--- src/hdl/vats_pkg.sv ---
// Package for the violin additive tone sample block: types, constants and the sine ROM builder.
`timescale 1ns / 1ps
package vats_pkg;

  localparam int SINE_TABLE_DEPTH_DEF = 1024;
  localparam int PHASE_FRACTION_BITS_DEF = 16;

  localparam int HARM_COUNT = 8;
  localparam int ACC_W = 35;
  localparam int PROD_W = 32;
  localparam int SAMPLE_W = 17;
  localparam int SCALE_Q16 = 32113;
  localparam longint unsigned HALF_PI_Q30 = 64'd1686629713;

  localparam int HARM_MULT [HARM_COUNT] = '{1, 2, 3, 4, 6, 7, 8, 10};
  localparam bit HARM_IS_COS [HARM_COUNT] = '{1'b0, 1'b1, 1'b0, 1'b1, 1'b1, 1'b0, 1'b1, 1'b1};
  localparam int HARM_AMP [HARM_COUNT] = '{65208, 61604, 27853, 31457, 23921, 2621, 5571, 5898};

  localparam longint unsigned TAYLOR_DIV [10] =
    '{64'd6, 64'd20, 64'd42, 64'd72, 64'd110, 64'd156, 64'd210, 64'd272, 64'd342, 64'd420};

  typedef struct packed {
    logic                     valid;
    logic [PROD_W-1:0]        prod;
    logic signed [ACC_W-1:0]  acc;
  } link_t;

  // Unsigned Q0.15 sine from a Q2.30 angle, Taylor series to the 21st power
  function automatic logic [14:0] sine_from_x(input longint unsigned x);
    longint unsigned x2;
    longint unsigned term;
    longint sum;
    longint v;
    x2 = (x * x) >> 30;
    term = x;
    sum = longint'(x);
    for (int n = 1; n <= 10; n++) begin
      term = (term * x2) >> 30;
      term = term / TAYLOR_DIV[n-1];
      if (n[0])
        sum = sum - longint'(term);
      else
        sum = sum + longint'(term);
    end
    if (sum < 0)
      sum = 0;
    v = (sum + 64'sd16384) >>> 15;
    if (v > 64'sd32767)
      v = 64'sd32767;
    return 15'(v);
  endfunction

endpackage

--- src/hdl/vats_scale.sv ---
// Output stage: scale the harmonic sum by 0.49 and round to a signed Q2.15 sample.
`timescale 1ns / 1ps
module vats_scale (
  input  logic                                  clk,
  input  logic                                  rst,
  input  vats_pkg::link_t                       link_in,
  output logic                                  done,
  output logic signed [vats_pkg::SAMPLE_W-1:0]  sample
);

  logic signed [51:0] scaled;
  logic signed [51:0] p1;
  logic               v1;
  logic signed [51:0] rounded;

  assign scaled = 52'(link_in.acc) * 52'(vats_pkg::SCALE_Q16);

  always_ff @(posedge clk) begin
    p1 <= scaled;
    if (rst) v1 <= 1'b0;
    else v1 <= link_in.valid;
  end

  assign rounded = p1 + 52'sd2147483648;

  always_ff @(posedge clk) begin
    sample <= rounded[48:32];
    if (rst) done <= 1'b0;
    else done <= v1;
  end

endmodule

--- config.mk ---
export PLATFORM = sky130hd
export DESIGN_NAME = vats_scale
export DESIGN_NICKNAME = d
export VERILOG_FILES = /design/src/hdl/vats_pkg.sv /design/src/hdl/vats_scale.sv
export SDC_FILE = /design/constraint.sdc
export NUM_CORES = 1
export LEC_CHECK = 0
export BUFFER_PORTS_ARGS = -buffer_cell sky130_fd_sc_hd__buf_2
export CAP_MARGIN = 40
export CORE_MARGIN = 4
export CORE_UTILIZATION = 45
export CTS_CLUSTER_DIAMETER = 150
export DETAILED_ROUTE_END_ITERATION = 6
export PLACE_DENSITY = 0.67
export SLEW_MARGIN = 20
export SYNTH_ARGS = -nofsm -noshare
export SYNTH_HDL_FRONTEND = slang
export SYNTH_SLANG_ARGS = --single-unit
--- constraint.sdc ---
create_clock -name clk -period 5.86 [get_ports clk]
set_input_delay 0.586 -clock clk [delete_from_list [all_inputs] [get_ports clk]]
set_output_delay 0.586 -clock clk [all_outputs]
set_load 0.01 [all_outputs]
==> metrics.md <==
| Metric | Value |
|---|---|
| Bufs and invs on worst path | 6 |
| Inserted Clock Buffers | 5 |
| Status | complete, no violations |
| Critical path class | primary input to flip-flop |
| Root buf cell | clkbuf_16 |
| Max Cap Viol | 0 |
| Synth unique cells | 52 |
| Die W | ~170 um |
| Post-DP HPWL | around 23 mm |
| Vias/cell | 4.687 |
| Initial Util | around 46% |
| Met1 Track Usage GR | 25.55% |
| Average size of a mapped cell | a little under 10 sq um |
| Largest net degree at the start of global routing | 21 |
| Most common flop cell mapped by yosys | dfxtp_1 |
| Final hold violations | 0 |
| Vias in the first global route | 8602 |
| Post-DP Area | 13080 sq um |
| CP max stage delay | around 0.55 ns |
| Longest Clk Path Bufs | 2 |
| Clk Latency, worst-skew pair | between 0.2 and 0.3 ns |
| Cell Area, Synth | about 12000 sq um |
| Drc violations | 0 |
| Worst endpoint required time | 6.05 ns |
| Full die area | 28260 sq um |
| Routed WL per cell | 14.20 um |
| Ys async rst share | 0% |
| Critical path, cell by cell | buf_8 > inv_4 > buf_6 > fa_2 > fa_1 > inv_2 > fa_2 > fa_2 > fa_1 > inv_1 > fa_1 > inv_2 > ha_4 > nand4_1 > nor4_2 > a32oi_2 > nand4_1 > a31oi_4 > o31ai_4 > a41oi_2 > o21bai_2 > xor2_1 |
| Met2 usage | around 30% |
| Final Setup Violations | 0 |
| Worst-path fanout max | 2 |
| Max H-tree Level | 2 |
| Fmax | 175.2 MHz |
| Register area share after synthesis | about 6.4% |
| Clock Skews | between 0.002 and 0.003 ns |
| Synth Net Count | around 1700 |
| RSZ-0062 raised after global routing | true |
| Remaining antenna violation count | 0 |
| FF+latch count, synth | 37 |
| Hold-fix buffers, CTS | 0 |
| Crit path DAT | 5.90 ns |
| Total GRT Usage | between 15 and 20% |
| CTS tree | yes |
| Final Instance Area | about 14000 sq um |
| Ratio of final minimum period to clock period | ~100% |
| HP Class | flip-flop to flip-flop |
| RD Place Congestion | just under 0.9 |
| Final wirelength | 24.19 mm |
| Fin crit period | ~5.7 ns |
| GRT overflow | 0 |
| Boundary Pins | 88 |
| Slew at the pin with the worst max-slew slack | just over 0.4 ns |
| Most Crowded Layer GR | met2 |
| Nets@finish | between 1500 and 2000 |
| Initial antenna violation count | 0 |
| Row cnt | slightly below 60 |
| Met3 global-route usage | 0.9392% |
| Max-slew violations | 0 |
| # diodes | 0 |
| DR iter-0 viols | 255 |
| 1st-pass router iterations | 4 |
| Clock Pin Slew Worst Setup and Hold Paths | around 0.050 ns |
| Core box area | roughly 25000 sq um |
| Layout cells sized above 1 | between 10% and 20% |
| Slowest cell on crit path | fa_1 |
| CTS Sinks | 37 |
| Syn. warnings | 0 |
| Port buffer count | 55 |
| Die Y | ~170 um |
| Kind of cell adding the most delay to the critical path | adder cells |
| Critical Path Start Type | primary input |
| Worst slew margin | 72.75% |
| Footprint of the multi-input gates | around 9400 sq um |
| Cell count after synthesis | between 1000 and 1500 |
| DR vias | ~8000 |
| Global-route wire length before repair | 40.63 mm |
| EDFF count, synth | 0 |
| Worst setup EP type | flip-flop |
| Area Growth Syn to Fin | 17.47% |
| FF/Latch Area | approximately 740 sq um |
| Fill cell count | about 2200 |
-- final cells by class --
| type | instances | area share [%] |
|---|---|---|
| Sequential cell | 37 | 5.466 |
| Timing Repair Buffer | 178 | 9.114 |
| Tap cell | 330 | 3.047 |
| Inverter | 438 | 12.23 |
| Clock buffer | 7 | 1.053 |
| Multi-Input combinational cell | 713 | 69.10 |
-- synth_stat cells (4+ instances only) --
master	count	area, sq um
xnor2_1	41	359.1
fa_1	229	4584
a21o_1	22	165.2
xor2_1	12	105.1
a211oi_1	4	30.03
a21oi_1	31	155.2
nand4_1	15	93.84
ha_1	225	2815
nor2_1	15	56.30
nand3_1	18	90.09
and3_1	6	37.54
dfxtp_1	37	740.7
o21ai_0	12	60.06
nor2b_1	4	25.02
inv_1	438	1644
nand2_1	29	108.9
o21bai_1	4	30.03
-- final timing paths --
| check | end | slack, ns | from | cells past startpoint |
|---|---|---|---|---|
| worst max-delay path | p1[46]$_DFF_P_ | 0.15 | link_in[6] | 22 |
| worst min-delay path | done$_SDFF_PP0_ | 0.44 | v1$_SDFF_PP0_ | 1 |
| worst max register to register | sample[11]$_DFF_P_ | 4.30 | p1[33]$_DFF_P_ | 6 |
| worst min register to register | done$_SDFF_PP0_ | 0.44 | v1$_SDFF_PP0_ | 1 |
-- routing by layer --
layer  vias up  wire length, um
met5         -                0
met4         0              178
met3        19              663
met2        86            11880
met1      3939            11460
li1       3938                -
-- state kept, by name (all words and copies together) (netlist names) --
register / cells
done: 1
p1: 18
sample: 17
v1: 1
-- cell usage in the layout, fill, tap and decap left out, types with 4 or more instances in the layout --
master,count
ha_1,215
nand3_1,17
and3_1,6
dfxtp_1,37
a21oi_2,8
buf_4,122
xnor2_1,41
a21o_1,22
xor2_1,12
fa_2,7
nor2b_1,4
inv_2,8
nor2_1,15
nand4_1,15
nand2_1,29
o21bai_1,4
o21ai_0,9
inv_1,426
ha_4,10
fa_1,222
clkbuf_16,5
a21oi_1,25
a211oi_1,4
o21ai_1,4
buf_2,51
-- stage by stage --
step	utilization, %	setup TNS (ns)	setup WS [ns]	std cells	hold WS (ns)
CTS	52.85	0	0.01903	1700	0.4356
global placement	51.94	-2.949	-0.3732	1691	0.4250
detailed placement	51.94	-3.457	-0.4336	1691	0.4301
floorplan	-	0	0.02279	1191	0.4129
finish	53.81	0	0.1531	1703	0.4357
global route	53.81	-0.1366	-0.07104	1703	0.4615
-- timing repair --
| action | 4_1_cts | 5_1_grt |
|---|---|---|
| gates cloned | 0 | 0 |
| setup endpoints to repair | 5 | 13 |
| gates resized for setup | 13 | 53 |
| setup buffers | 2 | 3 |
| pin swaps | 23 | 37 |
-- cell families (layout without fill, tap and decap cells) --
logic type / count (synthesis) / count (layout) / synth area share, %
compound gates: 101 / 101 / 6.172
fa+ha+maj: 454 / 454 / 64.15
simple gates: 104 / 104 / 4.643
flops: 37 / 37 / 6.422
mux: 1 / 1 / 0.08678
buf+inv: 441 / 623 / 14.50
xor+xnor: 53 / 53 / 4.024
Power is not shown: default switching activity piles up to over one toggle a cycle in this logic, so the estimate is an artifact.
