[config.mk]
export PLATFORM = sky130hd
export DESIGN_NAME = vats_cell
export DESIGN_NICKNAME = d
export VERILOG_FILES = /design/src/hdl/vats_pkg.sv /design/src/hdl/vats_cell.sv
export SDC_FILE = /design/constraint.sdc
export NUM_CORES = 1
export LEC_CHECK = 0
export BUFFER_PORTS_ARGS = -buffer_cell sky130_fd_sc_hd__clkbuf_2
export CAP_MARGIN = 20
export CELL_PAD_IN_SITES_DETAIL_PLACEMENT = 0
export CELL_PAD_IN_SITES_GLOBAL_PLACEMENT = 1
export CORE_MARGIN = 5
export CORE_UTILIZATION = 37
export DETAILED_ROUTE_END_ITERATION = 12
export PLACE_DENSITY = 0.87
export SETUP_SLACK_MARGIN = 0.02
export SLEW_MARGIN = 5
export SYNTH_ARGS = -nofsm -noshare
export SYNTH_HDL_FRONTEND = slang
export SYNTH_SLANG_ARGS = --single-unit
[constraint.sdc]
create_clock -name clk -period 1.45 [get_ports clk]
set_clock_uncertainty 0.2 [all_clocks]
set_input_delay 0.145 -clock clk [delete_from_list [all_inputs] [get_ports clk]]
set_output_delay 0.145 -clock clk [all_outputs]
set_load 0.1 [all_outputs]
[src/hdl/vats_pkg.sv]
// Package for the violin additive tone sample block: types, constants and the sine ROM builder.
`timescale 1ns / 1ps
package vats_pkg;

  localparam int SINE_TABLE_DEPTH_DEF = 1024;
  localparam int PHASE_FRACTION_BITS_DEF = 16;

  localparam int HARM_COUNT = 8;
  localparam int ACC_W = 35;
  localparam int PROD_W = 32;
  localparam int SAMPLE_W = 17;
  localparam int SCALE_Q16 = 32113;
  localparam longint unsigned HALF_PI_Q30 = 64'd1686629713;

  localparam int HARM_MULT [HARM_COUNT] = '{1, 2, 3, 4, 6, 7, 8, 10};
  localparam bit HARM_IS_COS [HARM_COUNT] = '{1'b0, 1'b1, 1'b0, 1'b1, 1'b1, 1'b0, 1'b1, 1'b1};
  localparam int HARM_AMP [HARM_COUNT] = '{65208, 61604, 27853, 31457, 23921, 2621, 5571, 5898};

  localparam longint unsigned TAYLOR_DIV [10] =
    '{64'd6, 64'd20, 64'd42, 64'd72, 64'd110, 64'd156, 64'd210, 64'd272, 64'd342, 64'd420};

  typedef struct packed {
    logic                     valid;
    logic [PROD_W-1:0]        prod;
    logic signed [ACC_W-1:0]  acc;
  } link_t;

  // Unsigned Q0.15 sine from a Q2.30 angle, Taylor series to the 21st power
  function automatic logic [14:0] sine_from_x(input longint unsigned x);
    longint unsigned x2;
    longint unsigned term;
    longint sum;
    longint v;
    x2 = (x * x) >> 30;
    term = x;
    sum = longint'(x);
    for (int n = 1; n <= 10; n++) begin
      term = (term * x2) >> 30;
      term = term / TAYLOR_DIV[n-1];
      if (n[0])
        sum = sum - longint'(term);
      else
        sum = sum + longint'(term);
    end
    if (sum < 0)
      sum = 0;
    v = (sum + 64'sd16384) >>> 15;
    if (v > 64'sd32767)
      v = 64'sd32767;
    return 15'(v);
  endfunction

endpackage

[src/hdl/vats_cell.sv]
// One harmonic cell: phase, quarter-wave ROM lookup, weighting and accumulation.
`timescale 1ns / 1ps
module vats_cell #(
  parameter int SINE_TABLE_DEPTH = vats_pkg::SINE_TABLE_DEPTH_DEF,
  parameter int PHASE_FRACTION_BITS = vats_pkg::PHASE_FRACTION_BITS_DEF,
  parameter int MULT = 1,
  parameter bit IS_COS = 1'b0,
  parameter int AMP = 0
) (
  input  logic            clk,
  input  logic            rst,
  input  vats_pkg::link_t link_in,
  output vats_pkg::link_t link_out
);

  localparam int PFB = PHASE_FRACTION_BITS;
  localparam int QUARTER = SINE_TABLE_DEPTH / 4;
  localparam int FULL = 4 * QUARTER;
  localparam int IDX_W = $clog2(FULL);
  localparam int OFF_W = $clog2(QUARTER + 1);
  localparam int SC_W = PFB + IDX_W + 1;
  localparam int QUARTER_PH = 1 << (PFB - 2);
  localparam logic signed [32:0] AMP_S = 33'(AMP);

  logic [14:0] rom [QUARTER+1];

  for (genvar k = 0; k <= QUARTER; k++) begin : g_rom
    localparam longint unsigned X =
      (64'(k) * vats_pkg::HALF_PI_Q30 + 64'(QUARTER / 2)) / 64'(QUARTER);
    assign rom[k] = vats_pkg::sine_from_x(X);
  end

  logic [35:0]        hp;
  logic [PFB-1:0]     ph_sin;
  logic [PFB-1:0]     ph;
  logic [SC_W-1:0]    scaled;
  logic [IDX_W-1:0]   idx;
  logic [IDX_W-1:0]   base;
  logic [IDX_W-1:0]   rel;
  logic [1:0]         quad;
  logic [OFF_W-1:0]   off_lin;
  logic [OFF_W-1:0]   off;
  logic [15:0]        mag;
  logic signed [15:0] term;

  assign hp = {4'b0, link_in.prod} * 36'(MULT);
  assign ph_sin = hp[31 -: PFB];
  assign ph = IS_COS ? ph_sin + PFB'(QUARTER_PH) : ph_sin;
  assign scaled = SC_W'(ph) * SC_W'(FULL);
  assign idx = scaled[PFB +: IDX_W];

  always_comb begin
    if (idx >= IDX_W'(3 * QUARTER)) begin
      quad = 2'd3;
      base = IDX_W'(3 * QUARTER);
    end else if (idx >= IDX_W'(2 * QUARTER)) begin
      quad = 2'd2;
      base = IDX_W'(2 * QUARTER);
    end else if (idx >= IDX_W'(QUARTER)) begin
      quad = 2'd1;
      base = IDX_W'(QUARTER);
    end else begin
      quad = 2'd0;
      base = '0;
    end
    rel = idx - base;
    off_lin = OFF_W'(rel);
    off = quad[0] ? OFF_W'(QUARTER) - off_lin : off_lin;
    mag = {1'b0, rom[off]};
    term = quad[1] ? -$signed(mag) : $signed(mag);
  end

  vats_pkg::link_t    a_link;
  logic signed [15:0] a_term;
  logic signed [32:0] weighted;

  always_ff @(posedge clk) begin
    a_link.prod <= link_in.prod;
    a_link.acc <= link_in.acc;
    a_term <= term;
    if (rst) a_link.valid <= 1'b0;
    else a_link.valid <= link_in.valid;
  end

  assign weighted = 33'(a_term) * AMP_S;

  always_ff @(posedge clk) begin
    link_out.prod <= a_link.prod;
    link_out.acc <= a_link.acc + vats_pkg::ACC_W'(weighted);
    if (rst) link_out.valid <= 1'b0;
    else link_out.valid <= a_link.valid;
  end

endmodule

==> PnR_summary.wiki <==
{| class="wikitable"
! Metric !! Value
|-
| Status || finished, final reports clean
|-
| Slew at the pin closest to its max-slew limit || 0.2619 ns
|-
| Reported max-cap violation count || 0
|-
| Average detailed-routed wire length per instance || 14.42 um
|-
| Antenna violations before repair || 0
|-
| Final count of negative-setup-slack endpoints || 0
|-
| Overflow after GRT || 0
|-
| Share of synthesized area occupied by flip-flops and latches || 99.54%
|-
| Synth top area share || 99.54%
|-
| Setup Crit Path Kind || register to output pin
|-
| Pleak || 2.559 nW
|-
| Total Negative Setup Slacks || 0 ns
|-
| Critical R2R Launch || a_link[67]$_SDFF_PP0_
|-
| Final number of hold-violating endpoints || 0
|-
| Ports placed on the boundary || 138
|-
| Leading cell type in the layout, fill and taps excluded || dfxtp_1
|-
| Buf+Inv Stages, Crit Path || 1
|-
| Core Box Area || 7214 um^2
|-
| Biggest area consumer among synthesized cells || dfxtp_1
|-
| Starting utilization of the core area || 37.91%
|-
| Crit path time final || 1.405 ns
|-
| HP Start || link_in[9]
|-
| Routed via count divided by cell count || 3.742
|-
| Clock Sinks || 136
|-
| Leading cell types in the layout, fill and taps excluded || dfxtp_1, dlygate4sd3_1, clkbuf_2, buf_12, dfxtp_2
|-
| Number of fillers in the final layout || 432
|-
| Top cells by area in the synthesized netlist || dfxtp_1, nor2b_1
|-
| Post-DRT Antenna Nets || 0
|-
| Weighted congestion reported at the end of routability-driven placement || 0.6328
|-
| Global-route wire length before repair || 9522 um
|-
| Die boundary height || 95.98 um
|-
| Library cells used by synthesis || 2
|-
| Area of the die || 9212 um^2
|-
| VDD IR-drop max || 0.001059 V
|-
| Utilization of the core after routing || 78.58%
|-
| Delay of the slowest critical-path stage || 0.38 ns
|-
| Slowest CP cell || dfxtp_1
|-
| Global-route total usage across every layer || 14.53%
|-
| Worst EP required || 1.11 ns
|-
| Max transition margin || 82.54%
|-
| Setup repair after global routing missed its margin || no
|-
| Port buffer count || 137
|-
| Net count of the finished layout || 433
|-
| Clk pin slew, worst setup/hold paths || 0.06 ns
|-
| Endpoint class of the critical path || output pin
|-
| Fin. max-slew vios || 0
|-
| Overall die width || 95.98 um
|-
| Synthesized instance count || 138
|-
| CTS Buffer Depth || 2
|-
| Maximum net fanout on the critical path || 1
|-
| Share of layout cells above drive strength 1 || 50.53%
|-
| Total Wirelength || 6863 um
|-
| P&R area growth vs syn || 107.3%
|-
| Post-synthesis instance area || 2735 um^2
|-
| Maximum clock frequency || 0.7115 GHz
|-
| CTS tree || built
|-
| Vias post-DR || 1781
|-
| Nets in the synthesized netlist || 208
|-
| Critical path data arrival time || 1.06 ns
|-
| Initial drt markers || 9
|-
| Pin count of the biggest net entering global routing || 17
|-
| Startpoint class of the critical path || register
|-
| Clock latency on the worst-skew pair || 0.48 ns
|-
| Hold Crit Class || input port to register
|-
| Yosys reg bits || 136
|-
| Worst setup path startpoint || link_out[33]$_DFF_P_
|-
| Inserted Clock Buffers || 17
|-
| Crit-path leading delay family || flip-flops
|-
| Ratio of final minimum period to clock period || 96.93%
|-
| Yosys warning total || 0
|-
| Number of remaining DRC errors || 0
|-
| Root buffer selected by CTS || clkbuf_8
|-
| CTS H-tree depth || 4
|-
| Number of setup buffers added after CTS || 0
|-
| Post-detailed-placement half-perimeter wirelength || 3656 um
|-
| Pwr Density || 1676 nW/um^2
|-
| Series of cell instances along the critical path || buf_12
|-
| Row Count || 31
|-
| Syn avg cell area || 19.82 um^2
|-
| Via count of the first global-routing pass || 1989
|-
| Number of detailed-route iterations in the first pass || 4
|}
power by group:
group	total, W	switching [W]	internal [W]
Clock	0.00413	0.00156	0.00256
Combinational	0.00133	0.000835	0.000494
Sequential	0.00404	0.0000959	0.00395
Total	0.00950	0.00249	0.00701
per-layer routing:
metal  track usage (%)  up-vias  share of wire (%)
met5                 0        -                  0
met4             6.161        0               0.68
met3             7.506        7                8.3
met2             27.31       83                 59
met1             12.66      809                 32
li1                  -      882                  -
sequential cells by signal, summed over array words and instances, names as in the netlist:
register  flops
a_link       68
link_out     68
final cells by class:
type	count	area, um^2	share of cell area (%)
sequential	136	2750	48.51
timing repair buffer	206	2193	38.69
clock buffer	20	445.4	7.857
clock inverter	12	141.4	2.494
tap	99	123.9	2.185
multi-input combinational	2	12.51	0.2207
antenna	1	2.502	0.04414
cell usage after synthesis:
master / number
dfxtp_1: 136
nor2b_1: 2
cell families (layout without fill, tap and decap cells):
group / Yosys count / count (layout) / share of synthesized area [%]
buf+inv: 0 / 238 / 0
flops: 136 / 136 / 99.54
simple gates: 2 / 2 / 0.4574
other cells: 0 / 1 / 0
path summary, 6_finish.rpt:
kind                                                 to  slack (ns)  depth (start not counted)
worst min register to register      link_out[4]$_DFF_P_        0.12                          0
worst min-delay path                  a_link[9]$_DFF_P_        0.09                          2
worst max register to register  link_out[67]$_SDFF_PP0_        0.72                          1
worst max-delay path                       link_out[33]        0.04                          1
through the flow:
stage / cells / setup slack (ns) / instance area, um^2 / hold slack [ns] / total power, W
after global routing: 475 / 0.003700 / 5667 / 0.06368 / 0.009864
after detailed placement: 374 / 0.4949 / 3715 / 0.04891 / 0.005061
final: 476 / 0.04450 / 5669 / 0.09147 / 0.009500
after CTS: 475 / 0.002281 / 5301 / 0.06099 / 0.009390
after floorplan: 138 / 0.1960 / 2735 / -0.02728 / 0.004791
after global placement: 374 / 0.4852 / 3715 / 0.04710 / 0.005048
repair_timing:
item,4_1_cts,5_1_grt
gates resized for setup,82,99
pin swaps,0,0
hold buffers,69,0
gates cloned,0,0
endpoints found under the hold margin,69,0
endpoints found under the setup margin,68,47
Note: power is estimated with default switching activity, not from simulation.
